<file path="src/hxa_pkg.sv">
// ----------------------------------------------------------------------------
// Hex axial package
// Shared constants and register map for the pixel to hex axial converter.
// ----------------------------------------------------------------------------
package hxa_pkg;

   localparam int POS_WIDTH_DEF = 24;
   localparam int FRAC_BITS_DEF = 8;
   localparam int SIZE_WIDTH    = 16;
   localparam int OUT_WIDTH     = 16;
   localparam int CSR_AW        = 4;
   localparam int CSR_DW        = 32;

   // round(sqrt(3) * 2^24), 25 bits unsigned
   localparam logic [25:0] SQRT3_Q24 = 26'd29058991;
   localparam int SQRT3_SHIFT = 24;

   localparam logic [1:0] REG_ORIGIN_X = 2'd0;
   localparam logic [1:0] REG_ORIGIN_Y = 2'd1;
   localparam logic [1:0] REG_HEX_SIZE = 2'd2;

   localparam logic [SIZE_WIDTH-1:0] HEX_SIZE_RESET = 16'd256;

endpackage

</file>
<file path="src/hxa_front.sv">
// ----------------------------------------------------------------------------
// Hex axial front end
// Origin subtract, sqrt(3) multiply and forming of the three numerators as
// sign and magnitude, in three pipeline stages.
// ----------------------------------------------------------------------------
module hxa_front #(
   parameter int POS_WIDTH = hxa_pkg::POS_WIDTH_DEF,
   parameter int AW        = POS_WIDTH + 26
) (
   input  logic                           clock,
   input  logic                           reset,
   input  logic                           in_valid,
   output logic                           in_ready,
   input  logic signed [POS_WIDTH-1:0]    pos_x,
   input  logic signed [POS_WIDTH-1:0]    pos_y,
   input  logic signed [POS_WIDTH-1:0]    origin_x,
   input  logic signed [POS_WIDTH-1:0]    origin_y,
   output logic                           out_valid,
   input  logic                           out_ready,
   output logic [2:0][AW-1:0]             out_mag,
   output logic [2:0]                     out_neg
);

   localparam int DXW = POS_WIDTH + 1;
   localparam int NW  = AW + 1;

   logic [2:0]            valid_ff;
   logic [2:0]            valid_in;
   logic [3:0]            rdy;

   logic signed [DXW-1:0] dx_ff, dx_in, dy_ff, dy_in;
   logic signed [NW-1:0]  prod_ff, prod_in;
   logic signed [DXW-1:0] dy2_ff;
   logic signed [NW-1:0]  dy_sh, nq, nr, ssum;
   logic [2:0][AW-1:0]    mag_ff, mag_in;
   logic [2:0]            neg_ff, neg_in;

   assign rdy[3] = out_ready;
   assign rdy[2] = !valid_ff[2] || rdy[3];
   assign rdy[1] = !valid_ff[1] || rdy[2];
   assign rdy[0] = !valid_ff[0] || rdy[1];
   assign in_ready = rdy[0];

   assign valid_in[0] = rdy[0] ? in_valid    : valid_ff[0];
   assign valid_in[1] = rdy[1] ? valid_ff[0] : valid_ff[1];
   assign valid_in[2] = rdy[2] ? valid_ff[1] : valid_ff[2];

   assign dx_in = DXW'(pos_x) - DXW'(origin_x);
   assign dy_in = DXW'(pos_y) - DXW'(origin_y);

   assign prod_in = NW'($signed({1'b0, hxa_pkg::SQRT3_Q24})) * NW'(dx_ff);

   always_comb begin
      dy_sh = NW'(dy2_ff) <<< hxa_pkg::SQRT3_SHIFT;
      nq    = prod_ff - dy_sh;
      nr    = dy_sh <<< 1;
      ssum  = prod_ff + dy_sh;
      neg_in[0] = nq[NW-1];
      neg_in[1] = nr[NW-1];
      neg_in[2] = !ssum[NW-1] && (ssum != '0);
      mag_in[0] = AW'(nq[NW-1] ? -nq : nq);
      mag_in[1] = AW'(nr[NW-1] ? -nr : nr);
      mag_in[2] = AW'(ssum[NW-1] ? -ssum : ssum);
   end

   always_ff @(posedge clock) begin
      if (reset) begin
         valid_ff <= '0;
      end else begin
         valid_ff <= valid_in;
      end
   end

   always_ff @(posedge clock) begin
      if (rdy[0]) begin
         dx_ff <= dx_in;
         dy_ff <= dy_in;
      end
      if (rdy[1]) begin
         prod_ff <= prod_in;
         dy2_ff  <= dy_ff;
      end
      if (rdy[2]) begin
         mag_ff <= mag_in;
         neg_ff <= neg_in;
      end
   end

   assign out_valid = valid_ff[2];
   assign out_mag   = mag_ff;
   assign out_neg   = neg_ff;

endmodule

</file>
<file path="config.mk">
export PLATFORM = sky130hd
export DESIGN_NAME = hxa_front
export DESIGN_NICKNAME = d
export VERILOG_FILES = /design/src/hxa_pkg.sv /design/src/hxa_front.sv
export SDC_FILE = /design/constraint.sdc
export NUM_CORES = 1
export LEC_CHECK = 0
export ABC_AREA = 1
export BUFFER_PORTS_ARGS = -buffer_cell sky130_fd_sc_hd__buf_2
export CAP_MARGIN = 25
export CORE_ASPECT_RATIO = 0.75
export CORE_MARGIN = 4
export CORE_UTILIZATION = 65
export DETAILED_ROUTE_END_ITERATION = 6
export GPL_TIMING_DRIVEN = 0
export PLACE_DENSITY = 0.95
export SLEW_MARGIN = 25
export SYNTH_ARGS = -nofsm -noshare
export SYNTH_HDL_FRONTEND = slang
export SYNTH_SLANG_ARGS = --single-unit
</file>
<file path="constraint.sdc">
create_clock -name clock -period 12.85 [get_ports clock]
set_input_delay 0.6425 -clock clock [delete_from_list [all_inputs] [get_ports clock]]
set_output_delay 0.6425 -clock clock [all_outputs]
set_load 0.02 [all_outputs]
</file>
### Yosys cells after proc, flatten, opt, wreduce, memory -nomap -nowiden

Cells that the tools add are included.

* register bits after elaboration: 282
* latch bits: 0
* RAM bits: 0
* memory bits (read-only): 0
* bits of input ports: 100
* output and inout bits: 155
* word-level logic and storage cells: 32
* memories: 0

* add/subtract/negate cells: 7
* $mul: 1
* div/mod/pow operators: 0
* order comparisons: 0
* equal/unequal tests: 0
* shift-type cells: 0
* mux-type cells: 3
* bitwise gates (word level): 0
* reduce and logical (&&, ||, !) cells: 9

Operators with widths (count)
* negation 50 bit: 3
* two-way mux 50 bit: 2
* adder 51 x 49 -> 51 bit: 1
* multiplier 26 x 25 -> 51 bit, first input constant: 1
* nonzero test 51 bit: 1
* subtractor 51 x 49 -> 51 bit: 1
* subtractor 24 x 24 -> 25 bit: 2
* two-way mux 49 bit: 1
* zero test 1 bit: 4
* logical OR 1 bit: 3
* logical AND 1 bit: 1

### Logic depth before layout (Yosys ltp)

* depth after elaboration: 4
* mapped depth: 25
* mapped depth without buffers: 25

### Worst setup path after synthesis

No wires, ideal clock.

* path kind: register to register
* start: reg dx_ff[4]
* end: reg prod_ff[49], data pin
* setup time: 0.262 ns
* arrival time: 5.711 ns
* data required time: 12.588 ns
* setup slack: 6.877 ns
* stages on the path, launching flop included: 21
* buffers on the path: 0
* clock period less this slack: 5.973 ns
* path through: edfxtp_1 > fa_1 > inv_1 > fa_1 > fa_1 > fa_1 > inv_1 > fa_1 > fa_1 > inv_1 > fa_1 > inv_1 > ha_1 > nand2_1 > nor2_1 > inv_1 > nor4_1 > nand3_1 > nand3_1 > a21oi_1 > xor2_1

* cells in the longest elaborated chain, start to end: 1

Ends and longest elaborated chain
* start, declared: RTL line hxa_front.sv:31 `logic signed [DXW-1:0] dx_ff, dx_in, dy_ff, dy_in;`
* start signal, assigned: RTL line hxa_front.sv:76 `dx_ff <= dx_in;`
* multiplier 26 x 25 -> 51 bit: RTL line hxa_front.sv:51 `assign prod_in = NW'($signed({1'b0, hxa_pkg::SQRT3_Q24})) * NW'(dx_ff);`
* via prod_in[49]: RTL line hxa_front.sv:32 `logic signed [NW-1:0] prod_ff, prod_in;`
* end signal, assigned: RTL line hxa_front.sv:80 `prod_ff <= prod_in;`
* end, declared: RTL line hxa_front.sv:32

The timed path passes the listed nets, and every way through them passes these cells.
A chain may end at the register's enable or synchronous reset.

### Final worst setup path

* start: reg dx_ff[3]
* end: reg prod_ff[40], data pin

The elaborated chain is that of the path after synthesis.

==> results.json <==
{
  "outcome": "finished clean",
  "finalSetupViolations": 0,
  "die_area_sq_um": 50600,
  "fin_crit_ps": 7220,
  "worstHoldPathCells": 2,
  "startpoint_type": "register",
  "fin_ws_ps": 5630,
  "grt_pass1_vias": 25400,
  "synth_area_sq_um": 30600,
  "mostFrequentLayoutCells": "814 x inv_1, 645 x nand2_1, 343 x ha_1",
  "timing.rr.end": "prod_ff[40]",
  "crit_required_ps": 13260,
  "die_h_um": 196,
  "fin_setup_tns_ps": 0,
  "cts_resized": 0,
  "path_max_fanout": 7,
  "synthXorXnorAreaFrac": 0.0513,
  "drtAntennaViolNets": 0,
  "clkSlewWorstSetupHoldPaths_ps": 70,
  "skew_ps": 39.0,
  "rows": 68,
  "drive_gt1_frac": 0.105,
  "period_share": 0.562,
  "drc": 0,
  "hold_viol": 0,
  "fillCellCount": 3495,
  "io_pins": 255,
  "maxCapViolCount": 0,
  "worstReg2RegStart": "dx_ff[3]",
  "antenna_found_initial": 2,
  "root_buffer": "clkbuf_16",
  "syn_avg_cell_area_sq_um": 8.55,
  "synth_edf_count": 253,
  "synthMuxAreaShare": 0,
  "post_cts_buffers": 0,
  "synth_cell_type_count": 50,
  "gr-usage-all-layers": 0.346,
  "initial_core_util": 0.661,
  "grt_max_degree": 58,
  "hold_class": "input port to register",
  "layout_commonest_cell": "inv_1",
  "insertion_delay_ps": 590,
  "reg2reg_depth": 21,
  "synth-seq-area-share": 0.250,
  "crit_type": "register to register",
  "gr-total-overflow": 0,
  "layout.nets": 4618,
  "portBuffers": 229,
  "cts_buffers": 27,
  "fmax_mhz": 139,
  "wl_per_cell_um": 19.5,
  "tightestPinTransition_ps": 940,
  "rsz0062_at_grt": "false",
  "setup.worst_path.start": "dx_ff[3]",
  "routed_wl_um": 87900,
  "synthCells": 3579,
  "worstHoldStart": "reset",
  "async_reset_ff_frac": 0,
  "num_vias": 25700,
  "dpl.hpwl_um": 74900,
  "cts_tree": "built",
  "via_per_inst": 5.68,
  "final_core_util": 0.725,
  "yosysWarnings": 0,
  "ys_ff_latch": 256,
  "grt_pass1_wl_um": 137000,
  "cts_buffer_depth": 3,
  "max_slew_margin": 0.366,
  "place_ws_ps": 5780,
  "r2r_slack_ps": 5630,
  "synth_top_family_by_area": "adder cells",
  "hold_end": "valid_ff[0]",
  "gp_congestion": 1.02,
  "die_w_um": 258,
  "synth_ff_type": "edfxtp_1",
  "ctsHoldBuffers": 0,
  "dr.pass1.iters": 6,
  "synth_compound_area_frac": 0.0737,
  "drtIter0Drc": 2966,
  "h-tree-depth": 1,
  "syn2layout_area_growth_pct": 9.73,
  "synthAdderAreaFrac": 0.344,
  "arrival_ps": 7630,
  "synthSimpleGateAreaFrac": 0.165,
  "clock_sinks": 256,
  "cp-end-kind": "register",
  "core_sq_um": 46300,
  "final_max_slew_viol_count": 0
}
-- worst max-delay path by stage --
stage / to / slack (ps) / cells after the start
after floorplan: prod_ff[49] / 6880 / 20
after global placement: in_ready / 5630 / 6
after detailed placement: prod_ff[40] / 5780 / 21
after CTS: prod_ff[40] / 5730 / 21
after global routing: prod_ff[40] / 5280 / 21
final: prod_ff[40] / 5630 / 21
-- critical path, stage by stage, from the launching register on --
cell      delay (ps)
edfxtp_1         640
fa_1             690
inv_1            110
fa_1             460
fa_1             490
inv_1             50
ha_1             210
fa_1             550
inv_1             60
fa_1             480
fa_1             540
inv_1             70
ha_1             390
nand2_1          120
nor2_1           160
nand4_1          170
o21ai_0          370
a21oi_1          210
o21ai_0          750
nand3_1          190
nand2_1          130
xor2_1           200
-- synth_stat cells, types with 10 or more instances --
cell      number  area, sq um
xor2_1       132         1160
nand2_1      647         2430
nand2_2       20          125
nor4_1        11         68.8
fa_1         311         6230
nand4_1       46          288
inv_2         10         37.5
xnor2_1       47          412
edfxtp_1     253         7600
a21oi_1      175          876
buf_2         17         85.1
buf_4         38          285
nand3_2       10          100
nor2_2        12         75.1
a31oi_1       25          156
nand3_1      142          711
inv_1        815         3060
o21ai_0      138          691
o21bai_1      24          180
nor2_1       251          942
ha_1         343         4290
a21o_1        11         82.6
nor3_1        29          145
o21ai_1       17         85.1
-- logic make-up (layout without fill, tap and decap cells) --
group	Yosys count	after routing
xor gates and xnor gates	179	179
DFF	256	256
adders and majority gates	654	654
other	1	27
and+or+nand+nor	1187	1187
AOI/OAI and AO/OA	411	411
buffers and inverters	891	1173
-- sequential cells by signal, indices dropped and copies added (netlist names) --
register  count
prod_ff      51
dy_ff        25
out_neg       3
out_mag     124
valid_ff      3
dx_ff        25
dy2_ff       25
-- metal layers --
layer	global-route usage	part of all wire	vias to the layer above
met4	0.0807	0.027	0
met2	0.526	0.43	1521
met5	0	0	-
met3	0.100	0.13	169
li1	-	-	11800
met1	0.498	0.42	12200
-- metrics by stage --
step                std cells  hold WS [ps]  cell area [sq um]
floorplan                3603           400              30700
global placement         4462           401              32600
detailed placement       4465           405              32700
CTS                      4515           222              33600
global route             4517           247              33600
finish                   4517           245              33600
-- layout make-up --
class | instances | area (sq um) | share of cell area
timing repair buffer | 232 | 1230 | 0.0366
clock buffer | 28 | 679 | 0.0202
tap | 630 | 788 | 0.0235
antenna | 2 | 5.00 | 0.000149
clock inverter | 22 | 168 | 0.00499
multi-input combinational | 2456 | 19500 | 0.581
buffer | 66 | 449 | 0.0134
sequential | 256 | 7660 | 0.228
inverter | 825 | 3100 | 0.0923
Power is not shown: default switching activity piles up to over one toggle a cycle in this logic, so the estimate is an artifact.
