### src/hxa_pkg.sv
// ----------------------------------------------------------------------------
// Hex axial package
// Shared constants and register map for the pixel to hex axial converter.
// ----------------------------------------------------------------------------
package hxa_pkg;

   localparam int POS_WIDTH_DEF = 24;
   localparam int FRAC_BITS_DEF = 8;
   localparam int SIZE_WIDTH    = 16;
   localparam int OUT_WIDTH     = 16;
   localparam int CSR_AW        = 4;
   localparam int CSR_DW        = 32;

   // round(sqrt(3) * 2^24), 25 bits unsigned
   localparam logic [25:0] SQRT3_Q24 = 26'd29058991;
   localparam int SQRT3_SHIFT = 24;

   localparam logic [1:0] REG_ORIGIN_X = 2'd0;
   localparam logic [1:0] REG_ORIGIN_Y = 2'd1;
   localparam logic [1:0] REG_HEX_SIZE = 2'd2;

   localparam logic [SIZE_WIDTH-1:0] HEX_SIZE_RESET = 16'd256;

endpackage

### src/hxa_round.sv
// ----------------------------------------------------------------------------
// Hex axial rounding
// Half away from zero rounding with error terms, cube correction of the
// component with the largest error, and 16-bit saturation.
// ----------------------------------------------------------------------------
module hxa_round #(
   parameter int DW = 42,
   parameter int QW = 25
) (
   input  logic                              clock,
   input  logic                              reset,
   input  logic [DW-1:0]                     divisor,
   input  logic                              in_valid,
   output logic                              in_ready,
   input  logic [2:0][DW-1:0]                in_rem,
   input  logic [2:0][QW-1:0]                in_quot,
   input  logic [2:0]                        in_neg,
   output logic                              out_valid,
   input  logic                              out_ready,
   output logic [hxa_pkg::OUT_WIDTH-1:0]     axial_q,
   output logic [hxa_pkg::OUT_WIDTH-1:0]     axial_r,
   output logic                              saturated
);

   localparam int KW = QW + 2;
   localparam int CW = (QW + 4 > 17) ? QW + 4 : 17;
   localparam int OW = hxa_pkg::OUT_WIDTH;

   logic [1:0]              valid_ff;
   logic [2:0]              rdy;

   logic [2:0]              up;
   logic [2:0][QW:0]        kmag;
   logic [2:0][KW-1:0]      kv_in, kv_ff;
   logic [2:0][DW-1:0]      err_in, err_ff;

   logic signed [CW-1:0]    qv, rv, sv, qc, rc;
   logic                    q_hi, q_lo, r_hi, r_lo;
   logic [OW-1:0]           q_in, r_in, q_ff, r_ff;
   logic                    sat_in, sat_ff;

   assign rdy[2]   = out_ready;
   assign rdy[1]   = !valid_ff[1] || rdy[2];
   assign rdy[0]   = !valid_ff[0] || rdy[1];
   assign in_ready = rdy[0];

   always_comb begin
      for (int i = 0; i < 3; i++) begin
         up[i]     = {in_rem[i], 1'b0} >= {1'b0, divisor};
         kmag[i]   = {1'b0, in_quot[i]} + (QW+1)'(up[i]);
         kv_in[i]  = in_neg[i] ? -KW'(kmag[i]) : KW'(kmag[i]);
         err_in[i] = up[i] ? divisor - in_rem[i] : in_rem[i];
      end
   end

   always_comb begin
      qv = CW'($signed(kv_ff[0]));
      rv = CW'($signed(kv_ff[1]));
      sv = CW'($signed(kv_ff[2]));
      qc = qv;
      rc = rv;
      if (err_ff[0] > err_ff[1] && err_ff[0] > err_ff[2]) begin
         qc = -rv - sv;
      end else if (err_ff[1] > err_ff[2]) begin
         rc = -qv - sv;
      end
      q_hi   = qc > CW'(32767);
      q_lo   = qc < -CW'(32768);
      r_hi   = rc > CW'(32767);
      r_lo   = rc < -CW'(32768);
      q_in   = q_hi ? OW'(16'h7fff) : (q_lo ? OW'(16'h8000) : OW'(qc));
      r_in   = r_hi ? OW'(16'h7fff) : (r_lo ? OW'(16'h8000) : OW'(rc));
      sat_in = q_hi || q_lo || r_hi || r_lo;
   end

   always_ff @(posedge clock) begin
      if (reset) begin
         valid_ff <= '0;
      end else begin
         if (rdy[0]) valid_ff[0] <= in_valid;
         if (rdy[1]) valid_ff[1] <= valid_ff[0];
      end
   end

   always_ff @(posedge clock) begin
      if (rdy[0]) begin
         kv_ff  <= kv_in;
         err_ff <= err_in;
      end
      if (rdy[1]) begin
         q_ff   <= q_in;
         r_ff   <= r_in;
         sat_ff <= sat_in;
      end
   end

   assign out_valid = valid_ff[1];
   assign axial_q   = q_ff;
   assign axial_r   = r_ff;
   assign saturated = sat_ff;

endmodule

### config.mk
export PLATFORM = sky130hd
export DESIGN_NAME = hxa_round
export DESIGN_NICKNAME = d
export VERILOG_FILES = /design/src/hxa_pkg.sv /design/src/hxa_round.sv
export SDC_FILE = /design/constraint.sdc
export NUM_CORES = 1
export LEC_CHECK = 0
export BUFFER_PORTS_ARGS = -buffer_cell sky130_fd_sc_hd__buf_2
export CAP_MARGIN = 20
export CORE_AREA = 3 3 303 186
export CTS_CLUSTER_SIZE = 14
export DETAILED_ROUTE_END_ITERATION = 10
export DIE_AREA = 0 0 306 189
export GPL_TIMING_DRIVEN = 1
export PLACE_DENSITY = 0.73
export SYNTH_ARGS = -nofsm -noshare
export SYNTH_HDL_FRONTEND = slang
export SYNTH_SLANG_ARGS = --single-unit
### constraint.sdc
create_clock -name clock -period 6.5 [get_ports clock]
set_clock_uncertainty 0.2 [all_clocks]
set_input_delay 0.325 -clock clock [delete_from_list [all_inputs] [get_ports clock]]
set_output_delay 0.325 -clock clock [all_outputs]
set_load 0.005 [all_outputs]
# == Word-level counts from Yosys, hierarchy flattened ==
# Index checks and enable logic that the tools add are counted.
# word_totals
output_inout_bits,35
input_bits,250
ff_bits,242
word_cells,56
# classes
magnitude_cmp,10
reduce_logical,8
n_mux,11
add_sub_neg,13
# ops
op,count
>= comparator 43 x 42 -> 1 bit,3
greater-than comparator 42 bit,3
two-way mux 42 bit,3
subtractor 42 bit,3
two-way mux 29 bit,3
negation 26 -> 27 bit,3
adder 25 x 1 -> 26 bit,3
two-way mux 26 bit,3
"greater-than comparator 29 x 16 -> 1 bit, second input constant",2
"< comparator 29 x 16 -> 1 bit, second input constant",2
negation 27 -> 29 bit,2
subtractor 29 x 27 -> 29 bit,2
two-way mux 16 bit,2
logical OR 1 bit,5
zero test 1 bit,2
logical AND 1 bit,1

# == Longest topological paths before layout ==
# logic_depth
depth_word,7
mapped_depth,27
mapped_depth_nobuf,26

# == Least setup slack after synthesis ==
# No wires, ideal clock.
# synth_timing
path_type,register -> register
start,reg valid_ff[1]
end,reg err_ff[0] in the netlist's numbering (enable)
slack_ns,0.680
arrival_time_ns,3.970
t_required_ns,4.650
setup_time_ns,1.650
path_stages_with_launch,3
period_less_slack_ns,5.820
n_path_buf,0
cell_sequence,dfxtp_1 -> nor2b_1 -> nand2_1
# synth_via
elab_chain_cells,3
# synth_lines
element,line_no,source
start: declaration,hxa_round.sv:29,logic [1:0] valid_ff;
start signal: assignment,hxa_round.sv:81,if (rdy[1]) valid_ff[1] <= valid_ff[0];
zero test 1 bit,hxa_round.sv:43,assign rdy[1] = !valid_ff[1] || rdy[2];
logical OR 1 bit,hxa_round.sv:43,
logical OR 1 bit,hxa_round.sv:44,assign rdy[0] = !valid_ff[0] || rdy[1];
net in_ready,hxa_round.sv:14,"output logic in_ready,"
end signal: assignment,hxa_round.sv:88,err_ff <= err_in;
end: declaration,hxa_round.sv:35,"logic [2:0][DW-1:0] err_in, err_ff;"
# The timed path passes the listed nets, and every way through them passes these cells.
# A chain may end at the register's enable or synchronous reset.

==> flow_summary_export.csv <==
group,metric,value,unit
floorplanning,start_util,0.538,
logic_synthesis,synth_top_area_frac,0.249,
placement,finalWeightedCongestion,1.03,
logic_synthesis,synth_seq_cells,242,
timing,relSlewSlack,0.241,
setup_path,crit_chain,"dlygate4sd3_1, buf_2, ha_1, nand4_1, nor3_1, o21ai_1, a31oi_1, nor4_1, o211ai_1, ha_1, ha_1, and4_1, nor2b_1, and3_1, nor2b_1, nand3b_1, o21ai_0, nand2b_1, mux2i_1, nand2_1, o21ai_1, xor2_1",
logic_synthesis,yosys-top-cells-area,"edfxtp_1 25%, ha_1 21%, xnor2_1 5.5%",
global_routing,overflow,0,
layout,multiInputGateArea,19900,um^2
placement,port_buffers,284,
power_and_ir_drop,power-per-cell-area,234,nW/um^2
timing,rsz0062_at_grt,"no",
routing,dr.pass1.iters,6,
power_and_ir_drop,p_leak,15.5,nW
power_and_ir_drop,power_frac_comb,0.498,
logic_synthesis,async_reset_ff_frac,0,
power_and_ir_drop,ir_worst_vdd,200,uV
setup_path,critPathSlowestCell,"o211ai_1",
placement,placedInstanceArea,31100,um^2
logic_synthesis,syn_inst,3453,
layout,nets,4507,
placement,hpwl,78800,um
timing,max_freq,162,MHz
power_and_ir_drop,switching_share,0.413,
timing,finalHoldViolCount,0,
floorplanning,die_h,189,um
power_and_ir_drop,seq_power_share,0.305,
routing,routedWlPerCell,21.0,um
setup_path,endpoint_kind,"flip-flop",
global_routing,grt_pass1_vias,23800,
floorplanning,coreArea,53800,um^2
logic_synthesis,avgSynthCellArea,8.37,um^2
routing,wl,94300,um
routing,route.detailed.drc,0,
setup_path,crit_top_cell,"ha_1",
cts,htree_levels,1,
logic_synthesis,yosysTopAreaCell,"edfxtp_1",
hold_path,hp-class,"primary input to flip-flop",
floorplanning,die_x,306,um
timing,setup_viol,0,
cts,clkTransAtPathRegs,60,ps
floorplanning,rows,66,
timing,maxSlewViolCount,0,
logic_synthesis,synth_cell_type_count,94,
logic_synthesis,yosysWarnings,0,
cts,cts_made_buffers,26,
layout,final_area,32500,um^2
logic_synthesis,synth-main-ff-cell,"edfxtp_1",
power_and_ir_drop,p_sw,3.14,mW
cts,cts_max_path_buffers,3,
global_routing,antenna_found_initial,7,
layout,nFillCells,4729,
routing,drt-initial-drc-count,3533,
global_routing,grt_max_degree,143,
global_routing,grt_usage,0.315,
setup_path,crit_type,"primary input to flip-flop",
power_and_ir_drop,power,7.62,mW
logic_synthesis,synthTopCellsByCount,"489 x ha_1, 400 x inv_1, 276 x a21oi_1",
logic_synthesis,yosysSeqAreaShare,0.251,
routing,viasPerCell,6.03,
global_routing,grt_pass1_wl,142000,um
routing,final_antenna_net_count,0,
layout,seqCellArea,7250,um^2
setup_path,max_stage_delay,900,ps
timing,finalCritPeriodShare,0.951,
timing,tightest_slew,1110,ps
logic_synthesis,syn_nets,4197,
cts,insertion_delay,560,ps
floorplanning,die_area,57800,um^2
power_and_ir_drop,clkPwrFrac,0.197,
run_status,outcome,"finished, final reports clean",
floorplanning,io_pins,285,
timing,post-route-min-period,6180,ps
logic_synthesis,yosysMostFrequentCell,"ha_1",
cts,clock-sinks,242,
logic_synthesis,synth_edf_count,240,
logic_synthesis,syn_area,28900,um^2
setup_path,cp.required,6680,ps
layout,area_delta_synth_final,12.6,%
setup_path,critPathMaxFanout,5,
cts,cts_tree,"yes",
routing,vias,27100,
layout,drive_above_1_share,0.112,
power_and_ir_drop,internal_power,4.48,mW
cts,ctsRootBufferMaster,"clkbuf_16",
setup_path,arrival,6360,ps
job,cap_violations,0,
setup_path,crit_path_start_kind,"primary input",
==> through the flow <==
step | hold WS [ps] | worst slack, ps | std cells | TNS, ps | utilization
after floorplan | 197 | 680 | 3453 | 0 | -
after global placement | 303 | -310 | 4398 | -1280 | 0.579
after detailed placement | 303 | -252 | 4398 | -703 | 0.579
after CTS | 0.297 | 79.9 | 4495 | 0 | 0.605
after global routing | 29.0 | 38.4 | 4497 | 0 | 0.605
final | 17.6 | 320 | 4497 | 0 | 0.605
==> cell type report <==
cell class | count | area share
multi-input combinational | 2731 | 0.611
clock buffer | 31 | 0.0212
clock inverter | 16 | 0.00515
antenna | 1 | 0.0000769
tap | 714 | 0.0275
inverter | 400 | 0.0461
timing repair buffer | 362 | 0.0658
sequential | 242 | 0.223
==> metal layers <==
layer / vias up / track usage / wire length (um)
li1: 13100 / - / -
met1: 12500 / 0.526 / 46300
met2: 1411 / 0.394 / 33500
met3: 81 / 0.0918 / 13500
met4: 4 / 0.0320 / 980
met5: - / 0 / 25
==> power by group through the flow <==
| stage | combinational (mW) | clock [mW] | sequential [mW] |
|---|---|---|---|
| after floorplan | 2.52 | 0 | 2.27 |
| after global placement | 3.58 | 0 | 2.34 |
| after detailed placement | 3.63 | 0 | 2.34 |
| after CTS | 3.69 | 1.53 | 2.32 |
| after global routing | 4.18 | 1.59 | 2.35 |
| final | 3.80 | 1.50 | 2.33 |
==> final timing paths <==
check / to / cells after the start / startpoint / slack [ps]
worst max-delay path: kv_ff[25] / 22 / in_rem[17] / 320
worst min-delay path: kv_ff[17] / 3 / in_quot[17] / 20
worst max register to register: saturated / 15 / kv_ff[2] / 950
worst min register to register: valid_ff[1] / 2 / valid_ff[0] / 350
==> timing repair <==
action                                 4_1_cts  5_1_grt
setup endpoints to repair                    0        7
buffers inserted                             0        0
endpoints found under the hold margin       48        0
hold buffers                                50        0
gates resized for setup                      0        6
==> cells in the final DEF (no fill, tap or decap), drive strengths merged, types with 21 or more instances in the layout <==
master,instances
a21o,121
a31oi,37
edfxtp,240
nand2,274
a211oi,35
nand4,84
ha,489
clkbuf,31
or3,21
nand3,96
o31ai,30
o21a,42
mux2i,23
o21ai,259
buf,312
nor3,62
nand2b,56
and3,26
a21oi,281
xnor2,181
inv,404
dlygate4sd3,50
nor2b,48
nor2,211
xor2,108
==> worst max-delay path: cells and delay by family <==
kind	cells	cell delay [ps]
AND/OR/NAND/NOR	10	2040
AO/OA/AOI/OAI	5	2000
adder cells (fa/ha/maj)	3	930
buffers and inverters	2	680
XOR/XNOR	1	190
multiplexers	1	180
==> registers in the layout (all words and copies together) (netlist names) <==
signal	cells
axial_q	16
valid_ff	2
kv_ff	81
saturated	1
axial_r	16
err_ff	126
==> cells by family after synthesis <==
| group | after synthesis | synth area share |
|---|---|---|
| AND/OR/NAND/NOR | 957 | 0.162 |
| XOR/XNOR | 289 | 0.0876 |
| buffers and inverters | 480 | 0.0634 |
| adder cells (fa/ha/maj) | 494 | 0.215 |
| AO/OA/AOI/OAI | 960 | 0.209 |
| flip-flops | 242 | 0.251 |
| multiplexers | 31 | 0.0112 |
No activity file was read; power rests on OpenSTA's default activity.
